==> src/hw/rtl/mste_pkg.sv <==
// Shared types and constants for the minimum spanning tree engine.
// No dependencies; imported by the cell modules and the top level.
package mste_pkg;

    localparam int VTX_BITS = 5;   // endpoint field width on the ports
    localparam int SUM_BITS = 21;  // running total width, wraps
    localparam int MAX_TREE = 31;  // tree edges reported per run at most

    typedef enum logic [2:0] {
        S_LOAD,
        S_FETCH,
        S_LOOK,
        S_JOIN,
        S_TOTAL
    } t_state;

    typedef struct packed {
        logic ins;   // insert the arriving edge in weight order
        logic pop;   // shift the chain one place toward the head
    } t_sort_ctl;

    typedef struct packed {
        logic clear;    // every vertex back to its own tree
        logic relabel;  // move one tree's vertices into another
    } t_vtx_ctl;

endpackage

==> src/hw/rtl/mste_sort_cell.sv <==
// One cell of the insertion-sort chain holding a stored edge {u, v, weight}.
// Depends on mste_pkg for the control struct.
module mste_sort_cell #(
    parameter int WEIGHT_BITS = 16
) (
    input  logic                  i_clk,
    input  mste_pkg::t_sort_ctl   i_ctl,
    input  logic                  i_occ,
    input  logic                  i_prev_keep,
    input  logic [WEIGHT_BITS+9:0] i_new,
    input  logic [WEIGHT_BITS+9:0] i_prev,
    input  logic [WEIGHT_BITS+9:0] i_next,
    output logic [WEIGHT_BITS+9:0] o_edge,
    output logic                  o_keep
);
    import mste_pkg::*;

    logic [WEIGHT_BITS+9:0] r_edge;
    logic [WEIGHT_BITS+9:0] n_edge;

    // equal weights stay ahead of the newcomer, so arrival order holds
    assign o_keep = i_occ &&
        ($signed(r_edge[WEIGHT_BITS-1:0]) <= $signed(i_new[WEIGHT_BITS-1:0]));
    assign o_edge = r_edge;

    always_comb begin
        n_edge = r_edge;
        if (i_ctl.pop) begin
            n_edge = i_next;
        end else if (i_ctl.ins && !o_keep) begin
            n_edge = i_prev_keep ? i_new : i_prev;
        end
    end

    always_ff @(posedge i_clk) begin
        r_edge <= n_edge;
    end

endmodule

==> config.mk <==
export PLATFORM = sky130hd
export DESIGN_NAME = mste_sort_cell
export DESIGN_NICKNAME = d
export VERILOG_FILES = /design/src/hw/rtl/mste_pkg.sv /design/src/hw/rtl/mste_sort_cell.sv
export SDC_FILE = /design/constraint.sdc
export NUM_CORES = 1
export LEC_CHECK = 0
export ABC_AREA = 1
export ABC_CLOCK_PERIOD_IN_PS = 2950
export BUFFER_PORTS_ARGS = -buffer_cell sky130_fd_sc_hd__buf_4
export CAP_MARGIN = 25
export CORE_MARGIN = 4
export CORE_UTILIZATION = 44
export CTS_BUF_LIST = sky130_fd_sc_hd__clkbuf_4
export CTS_CLUSTER_DIAMETER = 100
export DETAILED_ROUTE_END_ITERATION = 12
export PLACE_DENSITY = 0.82
export SYNTH_ARGS = -nofsm -noshare
export SYNTH_HDL_FRONTEND = slang
export SYNTH_SLANG_ARGS = --single-unit
==> constraint.sdc <==
create_clock -name i_clk -period 2.95 [get_ports i_clk]
set_clock_uncertainty 0.2 [all_clocks]
set_input_delay 0.1475 -clock i_clk [delete_from_list [all_inputs] [get_ports i_clk]]
set_output_delay 0.1475 -clock i_clk [all_outputs]
set_load 0.03 [all_outputs]
==> key figures <==
Run status
  • Status: complete, but fails checks
  • Failing checks: hold timing

Logic synthesis
  • Synthesis-stage register bit count: 26
  • Synth cell types: 15
  • EDFF count, synth: 26
  • Synth Flop Type: edfxtp_1
  • Post-synth top area share: 0.4438
  • Synthesized Nets: 322
  • Cells after synthesis: 223
  • Yosys warns: 0
  • Average size of a mapped cell: 7.889 µm²
  • Netlist Area Pre-Place: 0.001759 mm²
  • Most instantiated library cell after synthesis: a21oi_1
  • Synth async-reset ratio: 0
  • Sequential-to-total area share from yosys stat: 0.4438
  • Area leader, netlist: edfxtp_1
  • Most frequent cells after synthesis: a21oi_1 (58), nand2_1 (48), nor2_1 (29)
  • Largest cells by area after synthesis: edfxtp_1 (44%), a21oi_1 (17%), ha_1 (11%)

Placed design
  • Dpl ws: 0.6941 ns
  • DP Wirelength: 3889 µm
  • Port Buffer Count: 109
  • Dpl cells: 373
  • RePlAce Congestion: 0.7669

Route
  • Iteration-0 DRC count of the detailed router: 79
  • Vias per Instance: 4.938
  • Residual DRC: 0
  • Wire length per cell: 14.30 µm
  • DRT Pass-1 Iters: 4
  • Vias post-DR: 2059
  • Final wirelength: 5963 µm
  • Antenna-violating nets left: 0

Worst setup path
  • Reg2reg setup slack: 0.67 ns
  • Depth of the most critical reg-to-reg path: 11
  • WP data required: 2.77 ns
  • Reg-to-reg startpoint: o_edge[15]$_DFFE_PP_
  • FF-to-FF End: o_edge[12]$_DFFE_PP_
  • Crit. End Element: flop
  • Critical path type: flop to flop
  • Worst path arrival time: 2.10 ns
  • CP max FO: 15
  • Critical path startpoint category: flop

Finish
  • Fill cell count: 246
  • Ratio of cells with drive above 1 in the final layout: 0.3171
  • Max reg flops: 26
  • FF+latch area: 780.7 µm²
  • Area of the multi-input gates: 830.8 µm²
  • Diode count: 0
  • Fin cells: 417
  • Area growth, synth to finish: 73.19%
  • # nets final: 470

Power and ir drop
  • Power Total: 1085 µW
  • Leak Pwr: 0.001511 µW
  • Worst-case vdd ir drop: 0.2536 mV
  • Pwr dens: 356.1 mW/mm²

GRT
  • Vias in the first global route: 2087
  • Global-route wire length before repair: 9646 µm
  • Initial antenna violation count: 0
  • GRT Total Usage: 0.2349
  • Congestion Overflow GR: 0
  • Largest net degree at the start of global routing: 28

Clock network
  • CTS clk-pin slew, worst paths: 0.13 ns
  • CTS Root Cell: clkbuf_4
  • Clk sinks: 26
  • # resized after CTS: 0
  • CTS Buf Count: 3
  • Worst skew pair latency: 0.31 ns
  • Clk buf depth: 2
  • H-tree Lvls: 1
  • CTS tree: built

Floorplanning
  • DIE AREA: 0.005074 mm²
  • Die H: 71.23 µm
  • Core Region: 0.003771 mm²
  • # rows: 22
  • Initial core utilization: 0.4665
  • IO Count: 110
  • DIE WIDTH: 71.23 µm

Hold path
  • Worst hold endpoint: o_edge[25]$_DFFE_PP_
  • Worst hold path startpoint: i_next[25]
  • Hold Path Cell Cnt: 3
  • Min-Delay Path Class: input pin to flop

STA
  • Relative slew slack: 0.4732
  • RSZ-0062 raised after global routing: no
  • FMAX: 438.8 MHz
  • Hold_ws: -0.006399 ns
  • Hold violation count in the final report: 1
  • Final setup fails: 0
  • Slew Viols, Final: 0
  • Fin crit period: 2.279 ns
  • Final period util: 0.7725
  • Worst slew pin tran: 0.7853 ns
  • Worst setup margin: 0.6710 ns
  • Final setup TNS: 0 ns

Job
  • Max_cap viols: 0
==> cell type report <==
| cell class | instances | share of cell area |
|---|---|---|
| Multi-Input combinational cell | 160 | 0.2727 |
| Tap cell | 48 | 0.01971 |
| Clock buffer | 3 | 0.007392 |
| Inverter | 27 | 0.03326 |
| Sequential cell | 26 | 0.2563 |
| Timing Repair Buffer | 153 | 0.4107 |
==> how the worst max path moves through the flow <==
| stage | start | end | depth (start not counted) |
|---|---|---|---|
| after floorplan | o_edge[15]$_DFFE_PP_ | o_edge[0]$_DFFE_PP_ | 11 |
| after global placement | o_edge[15]$_DFFE_PP_ | o_edge[4]$_DFFE_PP_ | 12 |
| after detailed placement | o_edge[15]$_DFFE_PP_ | o_edge[10]$_DFFE_PP_ | 11 |
| after CTS | o_edge[15]$_DFFE_PP_ | o_keep | 12 |
| after global routing | o_edge[15]$_DFFE_PP_ | o_edge[12]$_DFFE_PP_ | 11 |
| final | o_edge[15]$_DFFE_PP_ | o_edge[12]$_DFFE_PP_ | 11 |
==> placed cells by master (no fill, tap or decap) <==
master	synthesis	final
buf_4	0	112
a21oi_1	58	58
nand2_1	48	48
dlygate4sd3_1	0	41
nor2_1	29	29
edfxtp_1	26	26
inv_1	24	24
ha_1	16	16
nand3_1	4	4
clkinv_1	3	3
clkbuf_4	0	3
a21o_1	1	1
nor2_2	1	1
nand4_1	1	1
nand2_2	1	1
o21ai_0	1	1
==> timing repair <==
item / in CTS / in global routing
setup buffers: 0 / 0
hold buffers: 39 / 2
hold endpoints to repair: 24 / 2
setup endpoints to repair: 0 / 0
==> routing by layer <==
| metal | wire length [µm] | GRT usage |
|---|---|---|
| met5 | 0 | 0 |
| met4 | 88 | 0.06472 |
| met3 | 642 | 0.06872 |
| met2 | 2887 | 0.4173 |
| met1 | 2344 | 0.2741 |
==> where the power goes <==
group	internal [µW]	switching (µW)
logic	224	239
clock network	47.7	99.9
registers	457	17.9
==> critical path, stage by stage, from the launching register on <==
cell,delay [ns]
edfxtp_1,0.42
ha_1,0.34
a21oi_1,0.14
o21ai_0,0.09
a21oi_1,0.16
nand2_1,0.07
nand2_1,0.05
nand3_1,0.06
nand2_1,0.08
nand2_1,0.06
nand2_1,0.07
buf_4,0.26
==> stage by stage <==
step,util,instance area (µm²)
after global routing,0.8079,3047
after global placement,0.6931,2614
after floorplan,-,1759
after detailed placement,0.6931,2614
final,0.8079,3047
after CTS,0.8026,3027
==> kinds of logic (layout without fill, tap and decap cells) <==
group / after synthesis / after routing / synth area share
buffers and inverters: 37 / 183 / 0.08393
adders and majority gates: 16 / 16 / 0.1138
DFF: 26 / 26 / 0.4438
and+or+nand+nor: 84 / 84 / 0.1863
AOI/OAI and AO/OA: 60 / 60 / 0.1721
No activity file was read; power rests on OpenSTA's default activity.
