**config.mk**
```make
export PLATFORM = sky130hd
export DESIGN_NAME = mste_vertex_cell
export DESIGN_NICKNAME = d
export VERILOG_FILES = /design/src/hw/rtl/mste_pkg.sv /design/src/hw/rtl/mste_vertex_cell.sv
export SDC_FILE = /design/constraint.sdc
export NUM_CORES = 1
export LEC_CHECK = 0
export ABC_AREA = 1
export BUFFER_PORTS_ARGS = -buffer_cell sky130_fd_sc_hd__buf_2
export CELL_PAD_IN_SITES_DETAIL_PLACEMENT = 2
export CELL_PAD_IN_SITES_GLOBAL_PLACEMENT = 2
export CORE_MARGIN = 2
export CORE_UTILIZATION = 20
export DETAILED_ROUTE_END_ITERATION = 8
export PLACE_DENSITY_LB_ADDON = 0.05
export RECOVER_POWER = 50
export SETUP_SLACK_MARGIN = 0.3
export SKIP_LAST_GASP = 1
export SYNTH_ARGS = -nofsm -noshare
export SYNTH_HDL_FRONTEND = slang
export SYNTH_SLANG_ARGS = --single-unit
export TNS_END_PERCENT = 1
```
**constraint.sdc**
```tcl
create_clock -name i_clk -period 1.6 [get_ports i_clk]
set_input_delay 0.08 -clock i_clk [delete_from_list [all_inputs] [get_ports i_clk]]
set_output_delay 0.08 -clock i_clk [all_outputs]
set_load 0.01 [all_outputs]
```
**src/hw/rtl/mste_pkg.sv**
```systemverilog
// Shared types and constants for the minimum spanning tree engine.
// No dependencies; imported by the cell modules and the top level.
package mste_pkg;

    localparam int VTX_BITS = 5;   // endpoint field width on the ports
    localparam int SUM_BITS = 21;  // running total width, wraps
    localparam int MAX_TREE = 31;  // tree edges reported per run at most

    typedef enum logic [2:0] {
        S_LOAD,
        S_FETCH,
        S_LOOK,
        S_JOIN,
        S_TOTAL
    } t_state;

    typedef struct packed {
        logic ins;   // insert the arriving edge in weight order
        logic pop;   // shift the chain one place toward the head
    } t_sort_ctl;

    typedef struct packed {
        logic clear;    // every vertex back to its own tree
        logic relabel;  // move one tree's vertices into another
    } t_vtx_ctl;

endpackage

```
**src/hw/rtl/mste_vertex_cell.sv**
```systemverilog
// One vertex cell: holds the tree label of its vertex for the connectivity check.
// Depends on mste_pkg for the control struct.
module mste_vertex_cell #(
    parameter int LABEL_BITS = 5,
    parameter int INDEX      = 0
) (
    input  logic                  i_clk,
    input  logic                  i_rst_n,
    input  mste_pkg::t_vtx_ctl    i_ctl,
    input  logic [LABEL_BITS-1:0] i_from,
    input  logic [LABEL_BITS-1:0] i_to,
    output logic [LABEL_BITS-1:0] o_label
);
    import mste_pkg::*;

    logic [LABEL_BITS-1:0] r_label;
    logic [LABEL_BITS-1:0] n_label;

    assign o_label = r_label;

    always_comb begin
        n_label = r_label;
        if (i_ctl.clear) begin
            n_label = LABEL_BITS'(INDEX);
        end else if (i_ctl.relabel && r_label == i_from) begin
            n_label = i_to;
        end
    end

    always_ff @(posedge i_clk) begin
        if (!i_rst_n) begin
            r_label <= LABEL_BITS'(INDEX);
        end else begin
            r_label <= n_label;
        end
    end

endmodule

```
==> results of run 1 <==
## logic make-up (layout without fill, tap and decap cells)
family | count (synthesis) | count (layout)
DFF | 5 | 5
and+or+nand+nor | 40 | 40
buffers and inverters | 10 | 32
## power groups by stage
stage | sequential (W) | combinational [W] | clock (W)
finish | 0.000126 | 0.0000454 | 0.000153
global route | 0.000126 | 0.0000520 | 0.000172
CTS | 0.000126 | 0.0000470 | 0.000160
detailed placement | 0.000128 | 0.0000466 | 0
global placement | 0.000128 | 0.0000465 | 0
floorplan | 0.000129 | 0.0000239 | 0
## layout by cell type, fill, tap and decap left out
| master | count |
|---|---|
| nand2_1 | 22 |
| buf_2 | 13 |
| nor2_1 | 11 |
| inv_1 | 9 |
| clkbuf_1 | 6 |
| dfxtp_1 | 5 |
| clkbuf_4 | 3 |
| nand2_2 | 2 |
| nor2_2 | 2 |
| inv_2 | 1 |
| nor2_4 | 1 |
| nand3_4 | 1 |
| nor2_8 | 1 |
## worst max-delay path by stage
stage / from / to / slack [ns] / cells past startpoint
6_report: o_label[4] / o_label[4] / 0.52 / 8
5_1_grt: o_label[0] / o_label[1] / 0.37 / 8
4_1_cts: o_label[4] / o_label[4] / 0.49 / 8
3_5_place_dp: o_label[4] / o_label[0] / 0.50 / 8
3_3_place_gp: o_label[4] / o_label[2] / 0.52 / 7
2_1_floorplan: o_label[0] / o_label[0] / 0.57 / 7
## per-stage QoR
stage,hold WS [ns],instances,power (W)
3_5_place_dp,0.317,89,0.000175
4_1_cts,0.0545,93,0.000333
6_report,0.0577,93,0.000325
2_1_floorplan,0.215,55,0.000153
5_1_grt,0.0773,93,0.000350
3_3_place_gp,0.303,89,0.000175
## layer usage
layer	GRT usage	vias to the layer above
met1	0.142	166
met2	0.131	12
met4	0.0882	0
met3	0.0240	2
met5	0	-
li1	-	201
## area by class of cell
class / count / area [sq um]
inverters: 10 / 37.5
clock buffers: 4 / 26.3
well taps: 16 / 20.0
fillers: 221 / 1080
multi-input cells: 40 / 198
repair buffers: 18 / 83.8
flip-flops and latches: 5 / 100
## worst max-delay path: cells and delay by family, from the launching register on
family,cells,cell delay (ns)
buf+inv,1,0.07
flops,1,0.35
simple gates,7,0.60
==> results.toml, run 1 <==
[timing]
final.min_clock_period_ns = 1.08
worst_slack_ns = 0.519
finalCritPeriodShare = 0.676
slew_violations = 0
fmax_mhz = 925
rsz0062_at_grt = "no"
tightest_slew_ns = 0.156
finalHoldViolations = 0
relSlewSlack = 0.896
fin_setup_tns_ns = 0
skew_ns = 0.00582
final-setup-viol-count = 0

[logic_synthesis]
ys_seq_area_frac = 0.299
synthTopCellsByArea = "dfxtp_1 (30%), nand2_1 (25%), nor2_1 (12%)"
synth-edff-count = 0
ys_warn_count = 0
synth_top_area_cell = "dfxtp_1"
synthAdderAreaFrac = 0
yosys-top-cells-count = "nand2_1 (22), nor2_1 (11), inv_1 (9)"
synth_top_family_by_area = "simple AND/OR/NAND/NOR gates"
ys.flop_type = "dfxtp_1"
syn_area_per_cell_sq_um = 6.10
synth_xor_area_frac = 0
synth_compound_area_frac = 0
synth_fp_nets = 69
synth_top_area_frac = 0.299
netlist_area_sq_um = 335
synth.most_common_cell = "nand2_1"
synth_cell_type_count = 10
async_reset_ff_frac = 0
muxShareOfSynthArea = 0
synthSimpleGateAreaFrac = 0.590
synth_seq_cells = 5
netlist_instances = 55

[drt]
wl_met2_um = 360
first_pass_iters = 3
top_layer = "met4"
met3WireLength_um = 59
ant_nets = 0
met1Wirelength_um = 429
drc = 0
avgViaCountPerCell = 4.10
vias = 381
drt_iter0_drc = 2
wl_per_cell_um = 9.23
routed_wirelength_um = 858

[cells_and_area]
largest_reg_flops = 5
fin_util = 0.302
fin_nets = 92
syn_to_final_growth_pct = 38.8
final_cell_area_sq_um = 465
drive_gt1_frac = 0.312
diodes = 0

[place]
place_ws_ns = 0.504
finalWeightedCongestion = 0.605
dpl_cell_area_sq_um = 445
hpwl_um = 729
io_buffers = 18

[cts]
post_cts_resized = 0
cts_buffers = 3
clockBufferDepth = 2
clkSinkCount = 5
cts.clk_slew.worst_paths_ns = 0.05
clk_latency_ns = 0.25
holdBufCountCts = 0
cts_tree = "built"
root_buffer = "clkbuf_4"
cts_max_level = 1
post_cts_buffers = 0

[power]
switching_share = 0.256
p_int_w = 0.000241
power_frac_comb = 0.140
power.density_nw_per_um2 = 697
pwr-share-seq = 0.388
power.switching_w = 0.0000831
vdd_drop_max_mv = 0.284
clkPwrFrac = 0.472
leakagePower_nw = 0.274

[critical_path]
cpMostUsedCell = "nand2_1"
reg2reg_slack_ns = 0.52
worstPathCellList = "inv_1 -> nand2_1 -> nand2_1 -> nor2_2 -> nand3_4 -> nand2_1 -> nand2_1 -> nor2_1"
cp_slowest_stage_delay_ns = 0.35
crit_path_top_delay_cell = "dfxtp_1"
start_kind = "register"
cp_max_fo = 10
cp.required_ns = 1.78
end_kind = "register"
reg2reg_depth = 8
crit_arrival_ns = 1.26
reg2reg_from = "o_label[4]"
setup.worst_path.class = "reg2reg"
regToRegEndpoint = "o_label[4]"

[hold_path]
hp-start = "i_to[3]"
whs_path_depth = 3
hp-class = "in2reg"
worstHoldEndpoint = "o_label[3]"

[job]
max_cap_violations = 0

[grt]
grt_pass1_vias = 361
grt_pass1_wl_mm = 1.44
grt_overflow = 0
antenna_found_initial = 0
grt.total_usage = 0.103
grt_max_degree = 11

[die]
start_util = 0.218
num_io_pins = 19
die_area_sq_um = 2020
coreArea_sq_um = 1540
die_w_um = 44.9
dieHeight_um = 44.9
placementRows = 14

[outcome]
status = "complete, no violations"
Power figures use the tool's default switching activity.
==> inputs of run 2 (changes only) <==
--- a/config.mk
+++ b/config.mk
@@ -10,7 +10,7 @@
 export CELL_PAD_IN_SITES_DETAIL_PLACEMENT = 2
 export CELL_PAD_IN_SITES_GLOBAL_PLACEMENT = 2
 export CORE_MARGIN = 2
-export CORE_UTILIZATION = 20
+export CORE_UTILIZATION = 17
 export DETAILED_ROUTE_END_ITERATION = 8
 export PLACE_DENSITY_LB_ADDON = 0.05
 export RECOVER_POWER = 50
==> constraint.sdc (replaced) <==
create_clock -name i_clk -period 0.9 [get_ports i_clk]
set_input_delay 0.045 -clock i_clk [delete_from_list [all_inputs] [get_ports i_clk]]
set_output_delay 0.045 -clock i_clk [all_outputs]
set_load 0.01 [all_outputs]
==> run 2 against run 1 <==
  * The flow now finishes with violations (setup timing)
  * Non-clock buffer count increased by 6
  * Setup slack worse by 0.71 ns
  * Largest cell class unchanged
  * Flip-flop and latch count is the same
  * Combinational power up 130%
  * Clock power is 76% higher
  * Cell area grew 27%
  * First-iteration DRC count is 100% lower
  * Global-route usage increased by 0.15 points
  * Utilization up 0.79 points
  * Critical path depth did not move
  * Critical endpoint unchanged
==> results.toml, run 2 (same netlist as run 1, synthesis figures left out) <==
[timing]
final.min_clock_period_ns = 1.09
finalHoldViolations = 0
fmax_mhz = 916
finalCritPeriodShare = 1.21
fin_setup_tns_ns = -0.830
skew_ns = 0.00715
worst_slack_ns = -0.192
hold_slack_ns = 0.0227
final-setup-viol-count = 5
rsz0062_at_grt = "yes"
relSlewSlack = 0.873
slew_violations = 0
tightest_slew_ns = 0.190

[cells_and_area]
diodes = 0
fin_util = 0.310
drive_gt1_frac = 0.643
fin_nets = 99
fill_cells = 260
layout_common_cells = "buf_2 (16), nand2_1 (13), nand2_2 (11), nor2_1 (9), buf_4 (6)"
largest_reg_flops = 5
syn_to_final_growth_pct = 75.7
final_common_cell = "buf_2"

[place]
finalWeightedCongestion = 0.668
io_buffers = 18
hpwl_um = 808
place_ws_ns = -0.202

[outcome]
violations = "setup timing"
status = "finished, violations left"

[die]
die_area_sq_um = 2340
coreArea_sq_um = 1900
num_io_pins = 19
die_w_um = 48.4
placementRows = 16
start_util = 0.176
dieHeight_um = 48.4

[critical_path]
start_kind = "register"
cp.required_ns = 1.08
cpMostUsedCell = "nand2_2"
path_delay_family = "simple AND/OR/NAND/NOR gates"
path_buf_inv = 1
crit_arrival_ns = 1.27
cp_max_fo = 5
end_kind = "register"
crit_path_top_delay_cell = "dfxtp_2"
reg2reg_slack_ns = -0.19
setup.worst_path.class = "reg2reg"
worstPathCellList = "inv_2 -> nand2_2 -> nand2_2 -> nor2_4 -> nand3_4 -> nand2_2 -> nand2_2 -> nor2_2"
cp_slowest_stage_delay_ns = 0.34

[cts]
clkSinkCount = 5
cts.clk_slew.worst_paths_ns = 0.05
root_buffer = "clkbuf_4"
cts_buffers = 3
cts_tree = "built"
cts_max_level = 1
clockBufferDepth = 2
clk_latency_ns = 0.25

[grt]
grt_overflow = 0
grt.total_usage = 0.105
grt_pass1_wl_mm = 1.82
grt_pass1_vias = 414
grt_max_degree = 6
antenna_found_initial = 0

[drt]
ant_nets = 0
drc = 0
avgViaCountPerCell = 3.73
routed_wirelength_mm = 1.04
first_pass_iters = 1
drt_iter0_drc = 0
vias = 414
wl_per_cell_um = 9.38

[power]
vdd_drop_max_mv = 0.427
leakagePower_nw = 0.316
power.density_nw_per_um2 = 1010

[job]
max_cap_violations = 0

[hold_path]
hp-class = "in2reg"
## run 2: cell count changes in the layout (fill, tap and decap cells not counted)
| cell | previous run | this run |
|---|---|---|
| nand2_1 | 22 | 13 |
| nand2_2 | 2 | 11 |
| buf_4 | 0 | 6 |
| dfxtp_1 | 5 | 0 |
| dfxtp_2 | 0 | 5 |
| inv_1 | 9 | 5 |
| inv_2 | 1 | 5 |
| buf_2 | 13 | 16 |
| clkbuf_1 | 6 | 3 |
| nor2_1 | 11 | 9 |
| nor2_4 | 1 | 3 |
| nand3_4 | 1 | 2 |
## run 2: per-layer routing
layer	vias to the layer above	track usage	routed length, um
li1	216	-	-
met1	186	0.128	464
met2	12	0.155	509
met3	0	0.0432	67
met4	0	0.0571	0
met5	-	0	0
## run 2: path summary, 6_finish.rpt
check,endpoint,depth (start not counted),from
setup / recovery,o_label[4],8,o_label[2]
hold / removal,o_label[4],3,i_to[4]
setup reg to reg,o_label[4],8,o_label[2]
hold reg to reg,o_label[3],4,o_label[3]
## run 2: report_power, final
part	internal (W)	switching [W]	total (W)
clock network	0.000168	0.000101	0.000269
registers	0.000223	0.000000917	0.000224
logic	0.0000454	0.0000582	0.000104
total	0.000437	0.000160	0.000597
## run 2: repair_timing
action | CTS | global route
setup endpoints to repair | 10 | 10
buffers inserted | 0 | 2
pin swaps | 3 | 10
cloned | 1 | 0
hold buffers | 0 | 0
resized for setup | 4 | 14
## run 2: final cells by class
| type | instances | area, sq um | share of cell area |
|---|---|---|---|
| tap | 27 | 33.8 | 0.0573 |
| clock buffer | 4 | 26.3 | 0.0446 |
| sequential | 5 | 106 | 0.180 |
| inverter | 10 | 37.5 | 0.0637 |
| multi-input combinational | 41 | 253 | 0.429 |
| timing repair buffer | 24 | 133 | 0.225 |
## run 2: tightest hold or removal path, stage by stage
cell	delay, ns
buf_2	0.08
nor2_1	0.04
nor2_2	0.07
## run 2: metrics by stage
stage / std cells / cell area [sq um] / power, W
after detailed placement: 104 / 495 / 0.000315
after global placement: 104 / 495 / 0.000314
final: 111 / 589 / 0.000597
after floorplan: 55 / 342 / 0.000271
after CTS: 109 / 547 / 0.000609
after global routing: 111 / 589 / 0.000647
